## src/hdl/lppd_pkg.sv

```systemverilog
`default_nettype none

package lppd_pkg;

  localparam int SPACING_W   = 32;
  localparam int LENGTH_W    = 16;
  localparam int THRESH_W    = 32;
  localparam int S2_W        = 2 * SPACING_W;

  localparam int CFG_DATA_W  = 32;
  localparam int CFG_INDEX_W = 2;

  localparam logic [CFG_INDEX_W-1:0] REG_SPACING = 2'd0;
  localparam logic [CFG_INDEX_W-1:0] REG_LENGTH  = 2'd1;
  localparam logic [CFG_INDEX_W-1:0] REG_THRESH  = 2'd2;

  localparam logic [SPACING_W-1:0] SPACING_RESET = 32'd55487;
  localparam logic [LENGTH_W-1:0]  LENGTH_RESET  = 16'd11;
  localparam logic [THRESH_W-1:0]  THRESH_RESET  = 32'd28;

  localparam int OUT_TDATA_W       = 8;
  localparam int OUT_LASER_ON      = 0;
  localparam int OUT_PULSE_STARTED = 1;
  localparam int OUT_HEAD_STOPPED  = 2;

  typedef enum logic [2:0] {
    OP_MX,
    OP_MY,
    OP_SS,
    OP_EE,
    OP_EM
  } mul_op_t;

endpackage

`default_nettype wire

```

## src/hdl/laser_pulses_per_distance.sv

```systemverilog
// Laser pulse gate driven by servo ticks.
// Input stream s_axis: one word per servo tick, holding the signed X and Y
// travel of that tick. Output stream m_axis: one word per tick with the laser
// level, a pulse-start flag and a head-stopped flag.
// Configuration: cfg_wr_en / cfg_index / cfg_data write the pulse spacing
// (index 0), pulse length in ticks (index 1) and squared stop threshold
// (index 2); write only while no tick is in flight.
// All squares and the spacing test run through one shift-and-add multiplier
// that retires one multiplier bit per cycle, so the work per tick follows the
// widths: a stopped head or a lit laser needs only the squares of X and Y;
// with the laser off and the head moving, the spacing square, tick-count square
// and spacing test follow. One tick is worked on at a time; s_axis_tready
// rises the cycle after its result is loaded into the output register.
// The output register holds a finished word while m_axis_tready is low; the
// next tick may be accepted meanwhile, but its result waits until the word
// is taken.
// Synchronous reset turns the laser off, clears both counters, restores the
// register defaults and empties the output register.
`default_nettype none

module laser_pulses_per_distance #(
  parameter int DELTA_WIDTH = 24,
  parameter int COUNT_WIDTH = 24
) (
  input  logic                                   clk,
  input  logic                                   rst,
  input  logic                                   cfg_wr_en,
  input  logic [lppd_pkg::CFG_INDEX_W-1:0]       cfg_index,
  input  logic [lppd_pkg::CFG_DATA_W-1:0]        cfg_data,
  input  logic                                   s_axis_tvalid,
  output logic                                   s_axis_tready,
  // delta_x, delta_y, zero padding
  input  logic [((2*DELTA_WIDTH+7)/8)*8-1:0]     s_axis_tdata,
  output logic                                   m_axis_tvalid,
  input  logic                                   m_axis_tready,
  // laser_on, pulse_started, head_stopped, zero padding
  output logic [lppd_pkg::OUT_TDATA_W-1:0]       m_axis_tdata
);
  import lppd_pkg::*;

  localparam int M_W   = 2 * DELTA_WIDTH + 1;
  localparam int E2_W  = 2 * COUNT_WIDTH;
  localparam int P_W   = M_W + E2_W;
  localparam int CNT_W = $clog2(E2_W + 1);

  typedef enum logic [1:0] {
    S_IDLE,
    S_MUL,
    S_STEP,
    S_DONE
  } state_t;

  state_t                  state;
  mul_op_t                 op;
  logic [P_W-1:0]          mcand;
  logic [E2_W-1:0]         mplier;
  logic [P_W-1:0]          acc;
  logic [CNT_W-1:0]        cnt;
  logic [DELTA_WIDTH-1:0]  ay_reg;
  logic [M_W-1:0]          m_val;
  logic [S2_W-1:0]         s2;
  logic                    stopped;
  logic                    started;
  logic                    laser;
  logic [LENGTH_W-1:0]     on_cnt;
  logic [COUNT_WIDTH-1:0]  ticks;

  logic [SPACING_W-1:0]    spacing;
  logic [LENGTH_W-1:0]     length;
  logic [THRESH_W-1:0]     thresh;

  logic [DELTA_WIDTH-1:0]  dx;
  logic [DELTA_WIDTH-1:0]  dy;
  logic [DELTA_WIDTH-1:0]  ax;
  logic [DELTA_WIDTH-1:0]  ay;
  logic [LENGTH_W-1:0]     on_cnt_next;
  logic [COUNT_WIDTH-1:0]  ticks_next;
  logic [M_W-1:0]          m_cur;
  logic [OUT_TDATA_W-1:0]  out_word;

  assign dx = s_axis_tdata[DELTA_WIDTH-1:0];
  assign dy = s_axis_tdata[2*DELTA_WIDTH-1:DELTA_WIDTH];
  assign ax = dx[DELTA_WIDTH-1] ? DELTA_WIDTH'(~dx + 1'b1) : dx;
  assign ay = dy[DELTA_WIDTH-1] ? DELTA_WIDTH'(~dy + 1'b1) : dy;

  assign on_cnt_next = (laser && on_cnt != '1) ? LENGTH_W'(on_cnt + 1'b1) : on_cnt;
  assign ticks_next  = (ticks != '1) ? COUNT_WIDTH'(ticks + 1'b1) : ticks;

  assign m_cur         = acc[M_W-1:0];
  assign s_axis_tready = (state == S_IDLE);

  always_comb begin
    out_word                    = '0;
    out_word[OUT_LASER_ON]      = laser;
    out_word[OUT_PULSE_STARTED] = started;
    out_word[OUT_HEAD_STOPPED]  = stopped;
  end

  always_ff @(posedge clk) begin
    if (rst) begin
      spacing <= SPACING_RESET;
      length  <= LENGTH_RESET;
      thresh  <= THRESH_RESET;
    end else if (cfg_wr_en) begin
      unique case (cfg_index)
        REG_SPACING: spacing <= cfg_data[SPACING_W-1:0];
        REG_LENGTH:  length  <= cfg_data[LENGTH_W-1:0];
        REG_THRESH:  thresh  <= cfg_data[THRESH_W-1:0];
        default: ;
      endcase
    end
  end

  always_ff @(posedge clk) begin
    if (rst) begin
      state         <= S_IDLE;
      m_axis_tvalid <= 1'b0;
      laser         <= 1'b0;
      on_cnt        <= '0;
      ticks         <= '0;
    end else begin
      if (m_axis_tvalid && m_axis_tready && state != S_DONE) begin
        m_axis_tvalid <= 1'b0;
      end
      unique case (state)
        S_IDLE: begin
          if (s_axis_tvalid) begin
            on_cnt  <= on_cnt_next;
            ticks   <= ticks_next;
            ay_reg  <= ay;
            started <= 1'b0;
            op      <= OP_MX;
            mcand   <= P_W'(ax);
            mplier  <= E2_W'(ax);
            acc     <= '0;
            cnt     <= CNT_W'(DELTA_WIDTH);
            state   <= S_MUL;
          end
        end
        S_MUL: begin
          if (mplier[0]) begin
            acc <= acc + mcand;
          end
          mcand  <= mcand << 1;
          mplier <= mplier >> 1;
          cnt    <= cnt - 1'b1;
          if (cnt == CNT_W'(1)) begin
            state <= S_STEP;
          end
        end
        S_STEP: begin
          unique case (op)
            OP_MX: begin
              op     <= OP_MY;
              mcand  <= P_W'(ay_reg);
              mplier <= E2_W'(ay_reg);
              cnt    <= CNT_W'(DELTA_WIDTH);
              state  <= S_MUL;
            end
            OP_MY: begin
              m_val   <= m_cur;
              stopped <= (m_cur < M_W'(thresh));
              priority if (m_cur < M_W'(thresh)) begin
                laser  <= 1'b0;
                on_cnt <= '0;
                ticks  <= '0;
                state  <= S_DONE;
              end else if (laser) begin
                if (on_cnt > length) begin
                  laser  <= 1'b0;
                  on_cnt <= '0;
                end
                state <= S_DONE;
              end else begin
                op     <= OP_SS;
                mcand  <= P_W'(spacing);
                mplier <= E2_W'(spacing);
                acc    <= '0;
                cnt    <= CNT_W'(SPACING_W);
                state  <= S_MUL;
              end
            end
            OP_SS: begin
              s2     <= acc[S2_W-1:0];
              op     <= OP_EE;
              mcand  <= P_W'(ticks);
              mplier <= E2_W'(ticks);
              acc    <= '0;
              cnt    <= CNT_W'(COUNT_WIDTH);
              state  <= S_MUL;
            end
            OP_EE: begin
              op     <= OP_EM;
              mcand  <= P_W'(m_val);
              mplier <= acc[E2_W-1:0];
              acc    <= '0;
              cnt    <= CNT_W'(E2_W);
              state  <= S_MUL;
            end
            OP_EM: begin
              if (acc > P_W'(s2)) begin
                laser   <= 1'b1;
                on_cnt  <= '0;
                ticks   <= '0;
                started <= 1'b1;
              end
              state <= S_DONE;
            end
            default: state <= S_DONE;
          endcase
        end
        S_DONE: begin
          if (!m_axis_tvalid || m_axis_tready) begin
            m_axis_tvalid <= 1'b1;
            m_axis_tdata  <= out_word;
            state         <= S_IDLE;
          end
        end
        default: state <= S_IDLE;
      endcase
    end
  end

endmodule

`default_nettype wire

```

## config.mk

```make
export PLATFORM = sky130hd
export DESIGN_NAME = laser_pulses_per_distance
export DESIGN_NICKNAME = d
export VERILOG_FILES = /design/src/hdl/lppd_pkg.sv /design/src/hdl/laser_pulses_per_distance.sv
export SDC_FILE = /design/constraint.sdc
export NUM_CORES = 1
export LEC_CHECK = 0
export ABC_AREA = 1
export BUFFER_PORTS_ARGS = -buffer_cell sky130_fd_sc_hd__buf_2
export CAP_MARGIN = 20
export CORE_MARGIN = 4
export CORE_UTILIZATION = 25
export DETAILED_ROUTE_END_ITERATION = 8
export PLACE_DENSITY = 0.42
export SETUP_SLACK_MARGIN = 0.15
export SYNTH_ARGS = -nofsm -noshare
export SYNTH_HDL_FRONTEND = slang
export SYNTH_SLANG_ARGS = --single-unit
```

## constraint.sdc

```tcl
create_clock -name clk -period 23.5 [get_ports clk]
set_input_delay 2.35 -clock clk [delete_from_list [all_inputs] [get_ports clk]]
set_output_delay 2.35 -clock clk [all_outputs]
set_load 0.05 [all_outputs]
```

**Word-level counts from Yosys, hierarchy flattened**

Cells that the tools add are included.

- Flip-flop bits (word level): 517
- Latch bits: 0
- RAM bits: 0
- Bits in read-only memories: 0
- Output and inout bits: 10
- Memories: 0

- Add/sub/neg operators: 6
- Multipliers: 0
- Div/mod/pow operators: 0
- $lt $le $gt $ge: 3
- Equality and inequality tests: 32
- Shift operators: 0
- Multiplexer cells: 60
- Bitwise logic cells: 3
- Reduce and logical (&&, ||, !) cells: 30

Operators by type and width:

| cell | number |
|---|---|
| $mux W97 | 7 |
| $pmux W97 S3 | 2 |
| $pmux W97 S4 | 1 |
| $pmux W97 S2 | 1 |
| $pmux W48 S4 | 1 |
| $mux W48 | 3 |
| $pmux W48 S3 | 1 |
| $mux W24 | 5 |
| $add A97 B97 Y97 | 1 |
| $gt A97 B64 Y1 | 1 |
| $mux W16 | 6 |
| $pmux W24 S2 | 2 |
| $add A24 B1 Y24 const B | 3 |
| $pmux W16 S2 | 2 |
| $lt A49 B32 Y1 | 1 |
| $not A24 Y24 | 2 |
| $pmux W6 S3 | 2 |
| $ne A24 B24 Y1 const B | 1 |
| $reduce_and A6 Y1 | 4 |
| $mux W23 | 1 |
| $mux W6 | 3 |
| $reduce_and A3 Y1 | 6 |
| $add A16 B1 Y16 const B | 1 |
| $gt A16 B16 Y1 | 1 |
| other kinds (36) | 76 |

**Longest topological paths before layout**

- Depth in word-level cells: 6
- Gate-level depth with buffers: 21
- Mapped depth without buffers: 20

**Least setup slack after synthesis**

Ideal clock, no wire load.

- Path kind: input to register
- Start: in rst
- End: reg acc[0] (enable)
- Arrival: 9,912 ps
- Data required time: 22,803 ps
- Slack: 12,891 ps
- Stages: 4
- Path through: clkbuf_1 -> nor2_1 -> nand2_1 -> a211oi_1

- Word-level cells in the longest chain between the ends: 2

Ends and longest elaborated chain:

| what | RTL line | text |
|---|---|---|
| from (decl) | laser_pulses_per_distance.sv:26 | `input logic rst,` |
| $not A1 Y1 (no line) | -- |  |
| $reduce_and A7 Y1 (no line) | -- |  |
| to (signal assigned) | laser_pulses_per_distance.sv:142 | `acc <= acc + mcand;` |
| to (decl) | laser_pulses_per_distance.sv:57 | `logic [P_W-1:0] acc;` |

No other way between the ends.
A chain may end at the register's enable or synchronous reset.

**Worst setup path after layout**

- Start: reg op[2]
- End: reg mcand[86] (enable)

- Word-level cells in the longest chain between the ends: 3
- Elaborated cells on any way between the ends: 8
- Those cells by class: 6 x eq/ne; 2 x reduce/logical

Ends and longest elaborated chain:

| what | RTL line | text |
|---|---|---|
| from (decl) | laser_pulses_per_distance.sv:54 | `mul_op_t op;` |
| from (signal assigned) | laser_pulses_per_distance.sv:132 | `op <= OP_MX;` |
| from (signal assigned) | laser_pulses_per_distance.sv:154 | `op <= OP_MY;` |
| from (signal assigned) | laser_pulses_per_distance.sv:175 | `op <= OP_SS;` |
| $eq A3 B1 Y1, or another cell as far along | laser_pulses_per_distance.sv:152 | `unique case (op)` |
| $ne A5 B1 Y1 (no line) or $ne A3 B3 Y1 (tied branches) | -- |  |
| $reduce_and A6 Y1 (no line) (*) | -- |  |
| to (signal assigned) | laser_pulses_per_distance.sv:144 | `mcand <= mcand << 1;` |
| to (signal assigned) | laser_pulses_per_distance.sv:155 | `mcand <= P_W'(ay_reg);` |
| to (signal assigned) | laser_pulses_per_distance.sv:176 | `mcand <= P_W'(spacing);` |
| to (decl) | laser_pulses_per_distance.sv:55 | `logic [P_W-1:0] mcand;` |

Mark *: on every way between the ends. The rest lies on a longest branch, timed or not.

==> flow_summary.toml <==
[run_status]
status = "finished, final reports clean"

[worst_setup_path]
cp_slowest_cell = "nor3_4"
worst_ep_required_time_ns = 23.76
criticalPathCategory = "flip-flop to flip-flop"
end_kind = "flip-flop"
cp_max_fo = 57
crit_family = "simple AND/OR/NAND/NOR gates"
crit_arrival_ns = 4.58
critPathLaunchType = "flip-flop"
critical_path_buf_inv_count = 2
critical_path.max_stage_delay_ns = 0.91
crit_chain = "nor3_4 -> inv_1 -> o211ai_1 -> and3_4 -> buf_4"

[sta]
min_period_over_period_pct = 18.4
rsz0062_at_grt = "false"
hold_ws_ns = 0.429
setup_slack_ns = 19.18
period_needed_ns = 4.32
relSlewSlack_pct = 20.4
skew_ns = 0.0387
hold_viol = 0
final.setup.tns_ns = 0
fmax_ghz = 0.231
setup_viol_count_final = 0
timing_worst_slew_pin_value_ns = 1.19
drv_slew = 0

[clock_network]
h-tree-depth = 3
cts_setup_buffers = 0
clockRootBuffer = "clkbuf_16"
cts_tree = "yes"
clk_latency_ns = 0.67
numCtsBuffers = 68
cts_hold_buffers = 0
cts_sinks = 517
clkTransAtPathRegs_ns = 0.06
clock_path_buffers = 3
ctsResizeCount = 0

[hold_path]
min_path_type = "flip-flop to flip-flop"

[yosys]
syn_inst = 4253
synth_flop_cell = "edfxtp_1"
synth-seq-cells = 517
synthArstFlopShare_pct = 0
yosys_warnings = 0
synth_top_area_share_pct = 35.9
synth_area_sq_um = 32900
synth_seq_area_share_pct = 43.4
synth_edf_count = 393
synth_area_leaders = "edfxtp_1 36%, nand2_1 11%, ha_1 8.3%"
synth.distinct_cells = 62
synth.largest_area_cell = "edfxtp_1"
syn_avg_cell_area_sq_um = 7.73

[routing]
wl_per_cell_microns = 19.3
viasPerCell = 4.71
drc_errors = 0
firstDrtPassIters = 6
ant_nets = 0
via_count = 28900
wirelength_microns = 118000
drtIter0Drc = 2235

[power]
ir_drop_mv = 0.0566
p_sw_w = 0.00222
leakagePower_nw = 15.1
seqPwrFrac_pct = 31.9
p_int_w = 0.00253
cellPowerDensity_nw_per_um2 = 127
combPwrFrac_pct = 46.3
clkPwrFrac_pct = 21.8
p_sw_share_pct = 46.8

[floorplan]
ios = 97
fp-row-count = 132
core_sq_um = 130000
die-width_microns = 371
die_h_microns = 371
start_util_pct = 25.3
die-area_sq_um = 137000

[finish]
final_nets = 4638
final_cell_area_sq_um = 37400
syn2layout_area_growth_pct = 13.8
layout_common_cells = "945 x nand2_1, 569 x inv_1, 567 x nor2_1"
largest_registers = "acc x97, mcand x97, s2 x64"
layout-drive-gt1-share_pct = 6.22
mostFrequentLayoutCell = "nand2_1"
fillers = 14300

[placed_design]
gp_congestion = 0.974
place_area_sq_um = 35300
place_ws_ns = 18.51
place_hpwl_microns = 92200
port_buffers = 91

[global_route]
grt_max_degree = 106
antenna_found_initial = 5
grt_pass1_vias = 28000
grt_pass1_wl_microns = 176000
overflow = 0
grt_util_all_layers_pct = 16.9

[run]
drv_cap = 0
worst register-to-register path, delay by kind of cell (launching register included):
kind                   cells  cell delay (ns)
AO/OA/AOI/OAI              1             0.47
AND/OR/NAND/NOR            2             1.55
flip-flops                 1             0.51
buffers and inverters      2             1.29
layer usage:
layer  part of all wire, %  GRT usage, %  routed length, microns
met5                     0             0                       0
met4                   2.5          4.29                    2940
met3                   3.8          2.26                    4480
met2                    47          28.3                   55200
met1                    47          22.9                   55500
area by class of cell:
class,instances,area (sq um),share of cell area [%]
Multi-Input combinational cell,3051,16000,42.7
Sequential cell,517,14300,38.1
Tap cell,1742,2180,5.82
Inverter,578,2170,5.80
Clock buffer,83,1800,4.80
Timing Repair Buffer,117,651,1.74
Clock inverter,40,384,1.03
Antenna cell,1,2.50,0.00668
logic make-up after synthesis:
group                      after synthesis  synth area share, %
other                                    1               0.0114
AOI/OAI and AO/OA                      934                 16.0
and+or+nand+nor                       1871                 23.4
xor gates and xnor gates                23                0.612
buffers and inverters                  689                 8.22
adders and majority gates              218                 8.32
DFF                                    517                 43.4
path summary, 6_finish.rpt:
path | slack [ns] | start | to | depth (start not counted)
hold / removal | 0.43 | started | m_axis_tdata[1] | 0
setup reg to reg | 19.18 | op[2] | mcand[86] | 5
setup / recovery | 19.18 | op[2] | mcand[86] | 5
hold reg to reg | 0.43 | started | m_axis_tdata[1] | 0
power groups by stage:
stage	clock network, W	registers [W]	logic (W)
CTS	0.00107	0.00153	0.00220
global route	0.00111	0.00155	0.00246
floorplan	0	0.00144	0.00148
detailed placement	0	0.00154	0.00219
finish	0.00104	0.00152	0.00220
global placement	0	0.00154	0.00218
Yosys cell counts (5+ instances only):
cell      instances
a221oi_1         20
nor3_1           50
nor2_1          569
a21oi_1         404
and3_1            8
clkinv_1          5
clkbuf_1         82
nor3_2            7
a21o_1           24
nor2_2            7
xor2_1           17
inv_1           571
nand3_1         217
nand2_1         945
dfxtp_1         124
ha_1            217
a32o_1           21
o211ai_1         16
xnor2_1           6
o21ai_0         323
a22oi_1          10
a211oi_1          6
o21bai_1         42
o21a_1           24
buf_4             6
nand3b_1          8
buf_6            12
nand4_1          24
edfxtp_1        393
buf_1             7
nor4_1           13
a31oi_1          15
through the flow:
step,util (%),instances,total power [W]
2_1_floorplan,-,4257,0.00292
3_3_place_gp,27.1,6005,0.00373
3_5_place_dp,27.1,6005,0.00373
4_1_cts,28.8,6128,0.00480
5_1_grt,28.8,6128,0.00512
6_report,28.8,6129,0.00475
No activity file was read; power rests on OpenSTA's default activity.
